**src/design/tvp_pkg.sv**
```systemverilog
// shared types, constants and saturation helpers of the two-axis velocity pid
package tvp_pkg;

	localparam int unsigned SETPOINT_TAU_DEF = 3277;
	localparam logic [30:0] DT_MIN = 31'd66;
	localparam int CFG_IDX_W = 4;

	// register indexes of the configuration port
	localparam logic [CFG_IDX_W-1:0] REG_KP_X    = 4'd0;
	localparam logic [CFG_IDX_W-1:0] REG_KI_X    = 4'd1;
	localparam logic [CFG_IDX_W-1:0] REG_KD_X    = 4'd2;
	localparam logic [CFG_IDX_W-1:0] REG_KP_Y    = 4'd3;
	localparam logic [CFG_IDX_W-1:0] REG_KI_Y    = 4'd4;
	localparam logic [CFG_IDX_W-1:0] REG_KD_Y    = 4'd5;
	localparam logic [CFG_IDX_W-1:0] REG_LIMIT_X = 4'd6;
	localparam logic [CFG_IDX_W-1:0] REG_LIMIT_Y = 4'd7;

	typedef struct packed {
		logic signed [31:0] cmd_vx;
		logic signed [31:0] cmd_vy;
		logic signed [31:0] cmd_vz;
		logic signed [31:0] cmd_yaw_rate;
		logic signed [31:0] meas_vx;
		logic signed [31:0] meas_vy;
		logic        [30:0] elapsed;
	} tvp_in_t;

	typedef struct packed {
		logic signed [31:0] pitch_out;
		logic signed [31:0] roll_out;
		logic signed [31:0] vz_out;
		logic signed [31:0] yaw_rate_out;
	} tvp_out_t;

	typedef enum logic [4:0] {
		ST_IDLE, ST_FR_LD, ST_FR_RUN, ST_FR_WB,
		ST_FC_M1_LD, ST_FC_M1_RUN, ST_FC_M2_LD, ST_FC_M2_RUN,
		ST_FC_D_LD, ST_FC_D_RUN, ST_FC_WB,
		ST_AC_LD, ST_AC_RUN, ST_AC_WB,
		ST_IG_LD, ST_IG_RUN, ST_IG_WB,
		ST_KP_LD, ST_KP_RUN, ST_KD_LD, ST_KD_RUN, ST_KI_LD, ST_KI_RUN,
		ST_PO_WB, ST_DONE
	} tvp_state_t;

	typedef enum logic [2:0] {
		MS_DT_CMD, MS_TC_FC, MS_DT_PERR, MS_KP, MS_KD, MS_KI
	} tvp_mul_sel_t;

	typedef enum logic [1:0] {
		DS_FR, DS_FC, DS_AC
	} tvp_div_sel_t;

	typedef struct packed {
		logic         in_ready;
		logic         mul_ld;
		logic         mul_run;
		tvp_mul_sel_t mul_sel;
		logic         acc_clr;
		logic         div_ld;
		logic         div_run;
		tvp_div_sel_t div_sel;
		logic         wb_fr;
		logic         wb_fc;
		logic         wb_ac;
		logic         wb_ig;
		logic         wb_po;
		logic         done;
	} tvp_ctl_t;

	function automatic logic signed [31:0] sat32(input logic signed [65:0] v);
		if (v > 66'sh7FFFFFFF)
			return 32'sh7FFFFFFF;
		else if (v < -66'sh80000000)
			return 32'sh80000000;
		else
			return v[31:0];
	endfunction

	function automatic logic signed [47:0] sat48(input logic signed [48:0] v);
		if (v[48] != v[47])
			return v[48] ? {1'b1, 47'b0} : {1'b0, {47{1'b1}}};
		else
			return v[47:0];
	endfunction

endpackage

```
**src/design/tvp_in_if.sv**
```systemverilog
// input word channel carrying one set of commanded and measured velocities
interface tvp_in_if;
	logic             valid;
	logic             ready;
	tvp_pkg::tvp_in_t data;

	modport source (output valid, output data, input ready);
	modport sink (input valid, input data, output ready);
endinterface

```
**src/design/tvp_out_if.sv**
```systemverilog
// output word channel carrying pitch, roll, vertical speed and yaw rate
interface tvp_out_if;
	logic              valid;
	logic              ready;
	tvp_pkg::tvp_out_t data;

	modport source (output valid, output data, input ready);
	modport sink (input valid, input data, output ready);
endinterface

```
**src/design/tvp_cfg_if.sv**
```systemverilog
// register write channel with index and write data
interface tvp_cfg_if;
	logic                           valid;
	logic                           ready;
	logic [tvp_pkg::CFG_IDX_W-1:0] index;
	logic [31:0]                    wdata;

	modport source (output valid, output index, output wdata, input ready);
	modport sink (input valid, input index, input wdata, output ready);
endinterface

```
**src/design/two_axis_velocity_pid.sv**
```systemverilog
// two-axis velocity pid with filtered setpoint, bit-serial datapath
//
// usage: in_ch takes one word of commanded x/y/z velocity, yaw rate, measured
// x/y velocity and elapsed time (all q16.16). out_ch returns one word of
// pitch, roll, vertical speed and yaw rate for every input word. cfg_ch
// writes gains and limits by index; it is always ready. the user is to write
// it only while the block is idle; the block itself does not enforce this.
// out-of-range indexes are dropped. the first word after reset only records
// the measured velocities and answers with zeros through the output register.
// later words run both axes one after the other through one shared
// shift-add multiplier (one multiplier bit per cycle) and one restoring
// divider (one quotient bit per cycle, 64 steps). the multiply by the filter
// constant uses TC_W multiplier bits (TC_W = clog2(SETPOINT_TAU+1)+1, 13 by
// default), every other multiply uses 32.
// one word is in flight at a time; in_ch.ready is high only when idle.
// the result sits in an output register; if out_ch stalls, the block holds
// the finished word and waits before returning to idle.
// reset clears gains, limits, filter and integrator state and the
// started flag, and drops any pending output.
module two_axis_velocity_pid #(
	parameter int unsigned SETPOINT_TAU = tvp_pkg::SETPOINT_TAU_DEF
) (
	input  logic      clk,
	input  logic      arst_n,
	tvp_in_if.sink    in_ch,
	tvp_out_if.source out_ch,
	tvp_cfg_if.sink   cfg_ch
);
	import tvp_pkg::*;

	// bits of the constant's serial multiplier word, sign bit included
	localparam int TC_W = $clog2(SETPOINT_TAU + 1) + 1;

	tvp_state_t state_q, state_nxt;
	tvp_ctl_t   ctl;

	// configuration registers, indexed by axis
	logic signed [31:0] kp_q [2];
	logic signed [31:0] ki_q [2];
	logic signed [31:0] kd_q [2];
	logic        [30:0] lim_q [2];

	// per-axis controller state
	logic signed [31:0] fc_q [2];
	logic signed [31:0] fr_q [2];
	logic signed [47:0] ig_q [2];
	logic signed [31:0] prev_q [2];
	logic signed [31:0] res_q [2];
	logic               started_q;

	// latched input word
	logic signed [31:0] cmd_q [2];
	logic signed [31:0] meas_q [2];
	logic signed [31:0] vz_q;
	logic signed [31:0] yaw_q;
	logic        [30:0] dt_q;
	logic               axis_q;

	// shared serial units
	logic signed [81:0] acc_q;
	logic signed [81:0] mcand_q;
	logic        [31:0] mplr_q;
	logic        [5:0]  cnt_q;
	logic        [5:0]  last_q;
	logic        [63:0] dq_q;
	logic        [31:0] rem_q;
	logic        [31:0] dd_q;
	logic               dneg_q;
	logic signed [31:0] accel_q;

	tvp_out_t out_q;
	logic     out_valid_q;

	// axis operands
	logic signed [31:0] cmd_raw, cmd_l, fc_cur, meas_cur;
	logic signed [32:0] cmd33, lim33, perr, derr, fr_diff, ac_diff;
	logic        [30:0] lim_cur;
	logic        [31:0] den;
	logic               run_end;

	assign cmd_raw  = cmd_q[axis_q];
	assign lim_cur  = lim_q[axis_q];
	assign fc_cur   = fc_q[axis_q];
	assign meas_cur = meas_q[axis_q];
	assign cmd33    = {cmd_raw[31], cmd_raw};
	assign lim33    = {2'b00, lim_cur};

	// command limiting, zero limit disables it
	always_comb begin
		cmd_l = cmd_raw;
		if (lim_cur != '0) begin
			if (cmd33 > lim33)
				cmd_l = lim33[31:0];
			else if (cmd33 < -lim33)
				cmd_l = 32'(-lim33);
		end
	end

	assign fr_diff = {cmd_l[31], cmd_l} - {fc_cur[31], fc_cur};
	assign ac_diff = {meas_cur[31], meas_cur} - {prev_q[axis_q][31], prev_q[axis_q]};
	assign perr    = {fc_cur[31], fc_cur} - {meas_cur[31], meas_cur};
	assign derr    = {fr_q[axis_q][31], fr_q[axis_q]} - {accel_q[31], accel_q};
	assign den     = {1'b0, dt_q} + 32'(SETPOINT_TAU);
	assign run_end = (cnt_q == last_q);

	// next state
	always_comb begin
		state_nxt = state_q;
		case (state_q)
			ST_IDLE: begin
				if (in_ch.valid)
					state_nxt = started_q ? ST_FR_LD : ST_DONE;
			end
			ST_FR_LD:     state_nxt = ST_FR_RUN;
			ST_FR_RUN:    if (run_end) state_nxt = ST_FR_WB;
			ST_FR_WB:     state_nxt = ST_FC_M1_LD;
			ST_FC_M1_LD:  state_nxt = ST_FC_M1_RUN;
			ST_FC_M1_RUN: if (run_end) state_nxt = ST_FC_M2_LD;
			ST_FC_M2_LD:  state_nxt = ST_FC_M2_RUN;
			ST_FC_M2_RUN: if (run_end) state_nxt = ST_FC_D_LD;
			ST_FC_D_LD:   state_nxt = ST_FC_D_RUN;
			ST_FC_D_RUN:  if (run_end) state_nxt = ST_FC_WB;
			ST_FC_WB:     state_nxt = ST_AC_LD;
			ST_AC_LD:     state_nxt = ST_AC_RUN;
			ST_AC_RUN:    if (run_end) state_nxt = ST_AC_WB;
			ST_AC_WB:     state_nxt = ST_IG_LD;
			ST_IG_LD:     state_nxt = ST_IG_RUN;
			ST_IG_RUN:    if (run_end) state_nxt = ST_IG_WB;
			ST_IG_WB:     state_nxt = ST_KP_LD;
			ST_KP_LD:     state_nxt = ST_KP_RUN;
			ST_KP_RUN:    if (run_end) state_nxt = ST_KD_LD;
			ST_KD_LD:     state_nxt = ST_KD_RUN;
			ST_KD_RUN:    if (run_end) state_nxt = ST_KI_LD;
			ST_KI_LD:     state_nxt = ST_KI_RUN;
			ST_KI_RUN:    if (run_end) state_nxt = ST_PO_WB;
			ST_PO_WB:     state_nxt = axis_q ? ST_DONE : ST_FR_LD;
			ST_DONE: begin
				if (!out_valid_q || out_ch.ready)
					state_nxt = ST_IDLE;
			end
			default:      state_nxt = ST_IDLE;
		endcase
	end

	// control decode
	always_comb begin
		ctl = '0;
		ctl.mul_sel = MS_DT_CMD;
		ctl.div_sel = DS_FR;
		case (state_q)
			ST_IDLE:      ctl.in_ready = 1'b1;
			ST_FR_LD: begin
				ctl.div_ld  = 1'b1;
				ctl.div_sel = DS_FR;
			end
			ST_FC_D_LD: begin
				ctl.div_ld  = 1'b1;
				ctl.div_sel = DS_FC;
			end
			ST_AC_LD: begin
				ctl.div_ld  = 1'b1;
				ctl.div_sel = DS_AC;
			end
			ST_FR_RUN, ST_FC_D_RUN, ST_AC_RUN: ctl.div_run = 1'b1;
			ST_FR_WB:     ctl.wb_fr = 1'b1;
			ST_FC_WB:     ctl.wb_fc = 1'b1;
			ST_AC_WB:     ctl.wb_ac = 1'b1;
			ST_IG_WB:     ctl.wb_ig = 1'b1;
			ST_PO_WB:     ctl.wb_po = 1'b1;
			ST_FC_M1_LD: begin
				ctl.mul_ld  = 1'b1;
				ctl.acc_clr = 1'b1;
				ctl.mul_sel = MS_DT_CMD;
			end
			ST_FC_M2_LD: begin
				ctl.mul_ld  = 1'b1;
				ctl.mul_sel = MS_TC_FC;
			end
			ST_IG_LD: begin
				ctl.mul_ld  = 1'b1;
				ctl.acc_clr = 1'b1;
				ctl.mul_sel = MS_DT_PERR;
			end
			ST_KP_LD: begin
				ctl.mul_ld  = 1'b1;
				ctl.acc_clr = 1'b1;
				ctl.mul_sel = MS_KP;
			end
			ST_KD_LD: begin
				ctl.mul_ld  = 1'b1;
				ctl.mul_sel = MS_KD;
			end
			ST_KI_LD: begin
				ctl.mul_ld  = 1'b1;
				ctl.mul_sel = MS_KI;
			end
			ST_FC_M1_RUN, ST_FC_M2_RUN, ST_IG_RUN, ST_KP_RUN, ST_KD_RUN, ST_KI_RUN:
				ctl.mul_run = 1'b1;
			ST_DONE:      ctl.done = !out_valid_q || out_ch.ready;
			default:      ctl = '0;
		endcase
	end

	assign in_ch.ready  = ctl.in_ready;
	assign cfg_ch.ready = 1'b1;
	assign out_ch.valid = out_valid_q;
	assign out_ch.data  = out_q;

	always_ff @(posedge clk or negedge arst_n) begin
		if (!arst_n)
			state_q <= ST_IDLE;
		else
			state_q <= state_nxt;
	end

	// configuration writes
	always_ff @(posedge clk or negedge arst_n) begin
		if (!arst_n) begin
			for (int i = 0; i < 2; i++) begin
				kp_q[i]  <= '0;
				ki_q[i]  <= '0;
				kd_q[i]  <= '0;
				lim_q[i] <= '0;
			end
		end else if (cfg_ch.valid) begin
			case (cfg_ch.index)
				REG_KP_X:    kp_q[0]  <= cfg_ch.wdata;
				REG_KI_X:    ki_q[0]  <= cfg_ch.wdata;
				REG_KD_X:    kd_q[0]  <= cfg_ch.wdata;
				REG_KP_Y:    kp_q[1]  <= cfg_ch.wdata;
				REG_KI_Y:    ki_q[1]  <= cfg_ch.wdata;
				REG_KD_Y:    kd_q[1]  <= cfg_ch.wdata;
				REG_LIMIT_X: lim_q[0] <= cfg_ch.wdata[30:0];
				REG_LIMIT_Y: lim_q[1] <= cfg_ch.wdata[30:0];
				default:     ;
			endcase
		end
	end

	// input latch, first-word handling, axis sequencing
	always_ff @(posedge clk or negedge arst_n) begin
		if (!arst_n) begin
			started_q <= 1'b0;
			axis_q    <= 1'b0;
			prev_q[0] <= '0;
			prev_q[1] <= '0;
		end else begin
			if (ctl.in_ready && in_ch.valid) begin
				axis_q <= 1'b0;
				if (!started_q) begin
					// first word only records the measured velocities
					started_q <= 1'b1;
					prev_q[0] <= in_ch.data.meas_vx;
					prev_q[1] <= in_ch.data.meas_vy;
				end
			end
			if (ctl.wb_po) begin
				axis_q <= 1'b1;
				if (axis_q) begin
					prev_q[0] <= meas_q[0];
					prev_q[1] <= meas_q[1];
				end
			end
		end
	end

	always_ff @(posedge clk) begin
		if (ctl.in_ready && in_ch.valid) begin
			cmd_q[0]  <= in_ch.data.cmd_vx;
			cmd_q[1]  <= in_ch.data.cmd_vy;
			meas_q[0] <= in_ch.data.meas_vx;
			meas_q[1] <= in_ch.data.meas_vy;
			dt_q      <= (in_ch.data.elapsed < DT_MIN) ? DT_MIN : in_ch.data.elapsed;
			vz_q      <= started_q ? in_ch.data.cmd_vz : '0;
			yaw_q     <= started_q ? in_ch.data.cmd_yaw_rate : '0;
			if (!started_q) begin
				res_q[0] <= '0;
				res_q[1] <= '0;
			end
		end
		if (ctl.wb_po)
			res_q[axis_q] <= sat32(acc_q[81:16]);
	end

	// shift-add multiplier, one multiplier bit per cycle, accumulates into acc_q
	always_ff @(posedge clk) begin
		if (ctl.mul_ld) begin
			if (ctl.acc_clr)
				acc_q <= '0;
			case (ctl.mul_sel)
				MS_DT_CMD: begin
					mcand_q <= 82'(cmd_l);
					mplr_q  <= {1'b0, dt_q};
				end
				MS_TC_FC: begin
					mcand_q <= 82'(fc_cur);
					mplr_q  <= 32'(SETPOINT_TAU);
				end
				MS_DT_PERR: begin
					mcand_q <= 82'(perr);
					mplr_q  <= {1'b0, dt_q};
				end
				MS_KP: begin
					mcand_q <= 82'(perr);
					mplr_q  <= kp_q[axis_q];
				end
				MS_KD: begin
					mcand_q <= 82'(derr);
					mplr_q  <= kd_q[axis_q];
				end
				MS_KI: begin
					mcand_q <= 82'(ig_q[axis_q]);
					mplr_q  <= ki_q[axis_q];
				end
				default: begin
					mcand_q <= '0;
					mplr_q  <= '0;
				end
			endcase
		end else if (ctl.div_ld && ctl.div_sel == DS_FR) begin
			acc_q <= '0;
		end else if (ctl.mul_run) begin
			// top multiplier bit carries negative weight
			if (mplr_q[0])
				acc_q <= run_end ? acc_q - mcand_q : acc_q + mcand_q;
			mcand_q <= mcand_q <<< 1;
			mplr_q  <= mplr_q >> 1;
		end
	end

	// shared step counter
	always_ff @(posedge clk or negedge arst_n) begin
		if (!arst_n) begin
			cnt_q  <= '0;
			last_q <= '0;
		end else if (ctl.mul_ld) begin
			cnt_q  <= '0;
			last_q <= (ctl.mul_sel == MS_TC_FC) ? 6'(TC_W - 1) : 6'd31;
		end else if (ctl.div_ld) begin
			cnt_q  <= '0;
			last_q <= 6'd63;
		end else if (ctl.mul_run || ctl.div_run) begin
			cnt_q <= cnt_q + 6'd1;
		end
	end

	// restoring divider, one quotient bit per cycle on magnitudes
	logic signed [81:0] div_num;
	logic signed [81:0] div_mag;
	logic        [32:0] div_trial;
	logic               div_ge;
	logic signed [64:0] quot;

	always_comb begin
		case (ctl.div_sel)
			DS_FR:   div_num = {{33{fr_diff[32]}}, fr_diff, 16'b0};
			DS_AC:   div_num = {{33{ac_diff[32]}}, ac_diff, 16'b0};
			DS_FC:   div_num = acc_q;
			default: div_num = acc_q;
		endcase
	end

	assign div_mag   = div_num[81] ? -div_num : div_num;
	assign div_trial = {rem_q, dq_q[63]};
	assign div_ge    = div_trial >= {1'b0, dd_q};
	assign quot      = dneg_q ? -{1'b0, dq_q} : {1'b0, dq_q};

	always_ff @(posedge clk) begin
		if (ctl.div_ld) begin
			dq_q   <= div_mag[63:0];
			rem_q  <= '0;
			dneg_q <= div_num[81];
			dd_q   <= (ctl.div_sel == DS_AC) ? {1'b0, dt_q} : den;
		end else if (ctl.div_run) begin
			rem_q <= div_ge ? 32'(div_trial - {1'b0, dd_q}) : div_trial[31:0];
			dq_q  <= {dq_q[62:0], div_ge};
		end
		if (ctl.wb_ac)
			accel_q <= sat32({quot[64], quot});
	end

	// integrator update: dt*perr truncated toward zero by 2^16, saturated to 48 bits
	logic signed [63:0] ig_prod;
	logic signed [63:0] ig_biased;
	logic signed [48:0] ig_sum;

	assign ig_prod   = acc_q[63:0];
	assign ig_biased = ig_prod + (ig_prod[63] ? 64'sd65535 : 64'sd0);
	assign ig_sum    = {ig_q[axis_q][47], ig_q[axis_q]} +
	                   {ig_biased[63], ig_biased[63:16]};

	always_ff @(posedge clk or negedge arst_n) begin
		if (!arst_n) begin
			for (int i = 0; i < 2; i++) begin
				fc_q[i] <= '0;
				fr_q[i] <= '0;
				ig_q[i] <= '0;
			end
		end else begin
			if (ctl.wb_fr)
				fr_q[axis_q] <= sat32({quot[64], quot});
			if (ctl.wb_fc)
				fc_q[axis_q] <= quot[31:0];
			if (ctl.wb_ig)
				ig_q[axis_q] <= sat48(ig_sum);
		end
	end

	// output register
	always_ff @(posedge clk or negedge arst_n) begin
		if (!arst_n)
			out_valid_q <= 1'b0;
		else if (ctl.done)
			out_valid_q <= 1'b1;
		else if (out_ch.ready)
			out_valid_q <= 1'b0;
	end

	always_ff @(posedge clk) begin
		if (ctl.done) begin
			out_q.pitch_out    <= res_q[0];
			out_q.roll_out     <= res_q[1];
			out_q.vz_out       <= vz_q;
			out_q.yaw_rate_out <= yaw_q;
		end
	end

endmodule

```
**src/flat_wrapper.sv**
```systemverilog
// flat-port wrapper written by rule: the top's interface ports become plain ports
module two_axis_velocity_pid_flat import tvp_pkg::*;
#(
	parameter int unsigned SETPOINT_TAU = tvp_pkg::SETPOINT_TAU_DEF
)
  (clk, arst_n, in_ch_valid, in_ch_data, in_ch_ready, out_ch_valid, out_ch_data, out_ch_ready, cfg_ch_valid, cfg_ch_index, cfg_ch_wdata, cfg_ch_ready);
  tvp_in_if in_ch_i ();
  tvp_out_if out_ch_i ();
  tvp_cfg_if cfg_ch_i ();
  input  logic clk;
  input  logic arst_n;
  input wire logic [$bits(in_ch_i.valid)-1:0] in_ch_valid;
  input wire logic [$bits(in_ch_i.data)-1:0] in_ch_data;
  output wire logic [$bits(in_ch_i.ready)-1:0] in_ch_ready;
  output wire logic [$bits(out_ch_i.valid)-1:0] out_ch_valid;
  output wire logic [$bits(out_ch_i.data)-1:0] out_ch_data;
  input wire logic [$bits(out_ch_i.ready)-1:0] out_ch_ready;
  input wire logic [$bits(cfg_ch_i.valid)-1:0] cfg_ch_valid;
  input wire logic [$bits(cfg_ch_i.index)-1:0] cfg_ch_index;
  input wire logic [$bits(cfg_ch_i.wdata)-1:0] cfg_ch_wdata;
  output wire logic [$bits(cfg_ch_i.ready)-1:0] cfg_ch_ready;
  assign in_ch_i.valid = in_ch_valid;
  assign in_ch_i.data = in_ch_data;
  assign in_ch_ready = in_ch_i.ready;
  assign out_ch_valid = out_ch_i.valid;
  assign out_ch_data = out_ch_i.data;
  assign out_ch_i.ready = out_ch_ready;
  assign cfg_ch_i.valid = cfg_ch_valid;
  assign cfg_ch_i.index = cfg_ch_index;
  assign cfg_ch_i.wdata = cfg_ch_wdata;
  assign cfg_ch_ready = cfg_ch_i.ready;
  two_axis_velocity_pid #(.SETPOINT_TAU(SETPOINT_TAU)) u_core (.clk(clk), .arst_n(arst_n), .in_ch(in_ch_i), .out_ch(out_ch_i), .cfg_ch(cfg_ch_i));
endmodule
```
**config.mk**
```make
export PLATFORM = sky130hd
export DESIGN_NAME = two_axis_velocity_pid_flat
export DESIGN_NICKNAME = d
export VERILOG_FILES = /design/src/design/tvp_pkg.sv /design/src/design/tvp_in_if.sv /design/src/design/tvp_out_if.sv /design/src/design/tvp_cfg_if.sv /design/src/design/two_axis_velocity_pid.sv /design/src/flat_wrapper.sv
export SDC_FILE = /design/constraint.sdc
export NUM_CORES = 2
export LEC_CHECK = 0
export ABC_AREA = 1
export BUFFER_PORTS_ARGS = -buffer_cell sky130_fd_sc_hd__buf_2
export CAP_MARGIN = 40
export CORE_MARGIN = 5
export CORE_UTILIZATION = 50
export DETAILED_ROUTE_END_ITERATION = 6
export PLACE_DENSITY = 0.65
export SETUP_SLACK_MARGIN = 0.5
export SYNTH_ARGS = -nofsm -noshare
export SYNTH_HDL_FRONTEND = slang
export SYNTH_SLANG_ARGS = --single-unit
```
**constraint.sdc**
```tcl
create_clock -name clk -period 7.86 [get_ports clk]
set_input_delay 1.572 -clock clk [delete_from_list [all_inputs] [get_ports clk]]
set_output_delay 1.572 -clock clk [all_outputs]
set_load 0.02 [all_outputs]
```
==> results.sh <==
export IMPL_status="finished, final reports clean"
export IMPL_skew_ps=73.8
export IMPL_max_vdd_ir_drop_mv=0.236
export IMPL_critPathRequiredTime_ps=8430
export IMPL_setup_viol=0
export IMPL_cp_top_family="simple AND/OR/NAND/NOR gates"
export IMPL_avgSynthCellArea_um2=7.25
export IMPL_hpwl_um=277000
export IMPL_worst_path_most_repeated_cell="nand2_1"
export IMPL_grt_pass1_vias=81900
export IMPL_worstSetupEndpointType="flip-flop"
export IMPL_die_h_um=431
export IMPL_viasPerCell=5.72
export IMPL_max_slew_margin_rel_pct=27.5
export IMPL_routed_wl_um=351000
export IMPL_reg_top3="u_core.ig_q x96, u_core.acc_q x82, u_core.mcand_q x82"
export IMPL_async_reset_ff_share_pct=42.0
export IMPL_rsz0062_at_grt="no"
export IMPL_avgRoutedWirePerCell_um=23.1
export IMPL_slowest_stage="dfrtp_4"
export IMPL_synth_mux_area_share_pct=0.156
export IMPL_clk_pin_slew_ps=60
export IMPL_holdPathEnd="out_ch_data[112]"
export IMPL_rr_worst_depth=45
export IMPL_r2r_end="u_core.dq_q[59]"
export IMPL_grt_pass1_wl_um=515000
export IMPL_largest_register_ffs=96
export IMPL_critical_path_class="flip-flop to flip-flop"
export IMPL_r2r_start="u_core.axis_q"
export IMPL_hold_class="flip-flop to flip-flop"
export IMPL_drive_above_1_share_pct=11.2
export IMPL_overflow=0
export IMPL_yosysUniqueCellTypes=76
export IMPL_powerDensity_nw_per_um2=203
export IMPL_worst_path_stages=45
export IMPL_ctsHoldBuffers=0
export IMPL_fin_setup_tns_ps=0
export IMPL_p_sw_w=0.00686
export IMPL_internal_power_w=0.0137
export IMPL_core_area_um2=176000
export IMPL_cts_made_buffers=150
export IMPL_antenna_found_initial=19
export IMPL_seq_area_frac_synth_pct=41.5
export IMPL_rows=154
export IMPL_die_w_um=431
export IMPL_setup_ws_ps=680
export IMPL_cp_start_kind="flip-flop"
export IMPL_yosys_most_used_dff="edfxtp_1"
export IMPL_dr_first_iter_drc_count=9677
export IMPL_drcViolationCount=0
export IMPL_drt_pass1_iterations=7
export IMPL_cap_violations=0
export IMPL_final_period_utilization_pct=91.3
export IMPL_min_delay_path_depth=0
export IMPL_p_clk_share_pct=35.9
export IMPL_cts_sinks=1331
export IMPL_synth_simple_area_share_pct=28.8
export IMPL_critPathMaxFanout=57
export IMPL_worstPathBufferInverterCount=10
export IMPL_h_tree_depth=4
export IMPL_synth_compound_area_share_pct=12.4
export IMPL_clk_latency_ps=860
export IMPL_clockRootBuffer="clkbuf_16"
export IMPL_clock_fmax_ghz=0.139
export IMPL_num_vias=87100
export IMPL_die_area_um2=186000
export IMPL_synthesis_area_um2=88800
export IMPL_power_share_switching_pct=33.3
export IMPL_synth_adder_area_share_pct=5.41
export IMPL_synth_cells=12300
export IMPL_rrSetupSlack_ps=680
export IMPL_track_usage_pct=36.6
export IMPL_crit_arrival_ps=7750
export IMPL_hold_viol_final=0
export IMPL_synth_fp_nets=12900
export IMPL_cts_buffer_depth=3
export IMPL_synth_edf_count=740
export IMPL_dp_worst_setup_slack_ps=8.33
export IMPL_nets=13400
export IMPL_pwr_share_seq_pct=39.6
export IMPL_io_pins=395
export IMPL_synthXorXnorAreaFrac_pct=3.28
export IMPL_initial_utilization_pct=50.3
export IMPL_ys_seq_elements=1331
export IMPL_syn2layout_area_growth_pct=14.3
export IMPL_yosys_warnings=0
export IMPL_grt_start_max_net_pins=157
export IMPL_synth_top_family_by_area="simple AND/OR/NAND/NOR gates"
export IMPL_p_comb_share_pct=24.5
export IMPL_leakage_nw=48.3
export IMPL_worst_pin_slew_ps=1080
export IMPL_numPortBuffers=393
export IMPL_min_delay_start="u_core.res_q[0][16]"
export IMPL_fin_crit_ps=7180
export IMPL_place_congestion=1.09
export IMPL_cp_slowest_stage_delay_ps=520
export IMPL_largest_register="u_core.ig_q"
export IMPL_cts_tree="done"
export IMPL_postRouteAntennaNets=0
export IMPL_drv_slew=0
through the flow:
step | util (%) | hold WS (ps) | total power [W] | instance area, µm² | cells
2_1_floorplan | - | 400 | 0.0111 | 88800 | 12300
3_3_place_gp | 53.3 | 400 | 0.0128 | 94100 | 14800
3_5_place_dp | 53.6 | 405 | 0.0129 | 94500 | 14900
4_1_cts | 56.6 | 392 | 0.0203 | 100000 | 15100
5_1_grt | 57.5 | 399 | 0.0215 | 101000 | 15200
6_report | 57.5 | 395 | 0.0206 | 101000 | 15200
routing by layer:
layer / up-vias / part of all wire, % / global-route usage [%]
met5: - / 0.017 / 0
met4: 8 / 5.1 / 16.1
met3: 640 / 11 / 10.0
met2: 4215 / 43 / 55.3
met1: 41500 / 41 / 49.4
li1: 40700 / - / -
worst max path at each step:
stage / slack (ps) / end / start
finish: 680 / u_core.dq_q[59] / u_core.axis_q
global route: 440 / u_core.dq_q[49] / u_core.axis_q
CTS: 500 / u_core.dq_q[52] / u_core.axis_q
detailed placement: 8 / u_core.dq_q[62] / u_core.axis_q
global placement: -10 / u_core.dq_q[62] / u_core.axis_q
floorplan: 1310 / u_core.axis_q / in_ch_valid
placed cells by master (no fill, tap or decap), drive strengths merged, types with 66 or more instances in the layout:
master / count
a31oi: 97
clkinv: 66
or2: 114
ha: 373
clkbuf: 196
xnor2: 81
a21oi: 663
nand3: 486
edfxtp: 740
nor4: 74
inv: 1566
nand4: 130
nor3: 104
nor2: 1330
nand2: 3920
o21ai: 956
xor2: 252
dfrtp: 559
buf: 712
cells by family (layout without fill, tap and decap cells):
logic type,after synthesis,in the layout
and+or+nand+nor,6239,6239
AOI/OAI and AO/OA,1994,1994
buffers and inverters,1966,2565
DFF,1331,1331
adders and majority gates,380,380
xor gates and xnor gates,333,333
muxes,13,13
other,1,16
power groups by stage:
stage / logic [W] / clock network [W] / registers, W
floorplan: 0.00294 / 0 / 0.00813
global placement: 0.00459 / 0 / 0.00824
detailed placement: 0.00464 / 0 / 0.00825
CTS: 0.00470 / 0.00747 / 0.00811
global route: 0.00550 / 0.00780 / 0.00816
finish: 0.00504 / 0.00738 / 0.00814
synthesized netlist by cell type (all sizes together), types with 16 or more instances:
| cell | number | area [µm²] |
|---|---|---|
| nor3 | 104 | 537 |
| and2 | 16 | 100 |
| a21boi | 20 | 150 |
| a31oi | 97 | 607 |
| nand4 | 130 | 841 |
| nor2 | 1330 | 5060 |
| nand3b | 53 | 398 |
| clkbuf | 295 | 1110 |
| a21o | 36 | 270 |
| inv | 1563 | 5870 |
| dfrtp | 559 | 14000 |
| nor4 | 74 | 469 |
| a211oi | 17 | 128 |
| buf | 102 | 587 |
| or2 | 114 | 713 |
| o41ai | 21 | 184 |
| nand3 | 486 | 2480 |
| xnor2 | 81 | 709 |
| a221oi | 34 | 298 |
| nand2 | 3920 | 14900 |
| xor2 | 252 | 2210 |
| edfxtp | 740 | 22200 |
| ha | 373 | 4670 |
| o21bai | 22 | 165 |
| o21ai | 956 | 4890 |
| a21oi | 663 | 3320 |
| o21a | 33 | 248 |
| o22ai | 25 | 156 |
| dfxtp | 32 | 641 |
| o211ai | 34 | 255 |
cell type report:
cell class / instances / area, µm²
clock buffer: 191 / 4120
tap: 2340 / 2930
antenna: 15 / 37.5
inverter: 1569 / 5910
timing repair buffer: 717 / 4890
clock inverter: 88 / 1120
sequential: 1331 / 36900
multi-input combinational: 8960 / 45600
fill: 16800 / 75000
worst register-to-register path: cells and delay by family, from the launching register on:
kind | cells | cell delay [ps]
DFF | 1 | 520
AOI/OAI and AO/OA | 5 | 900
buffers and inverters | 10 | 1630
adders and majority gates | 3 | 950
and+or+nand+nor | 27 | 2920
what timing repair did:
action / 4_1_cts / 5_1_grt
hold endpoints to repair: 0 / 0
pin swaps: 8 / 41
endpoints found under the setup margin: 63 / 66
cloned: 0 / 4
resized for setup: 36 / 277
setup buffers: 4 / 43
Power figures use the tool's default switching activity.
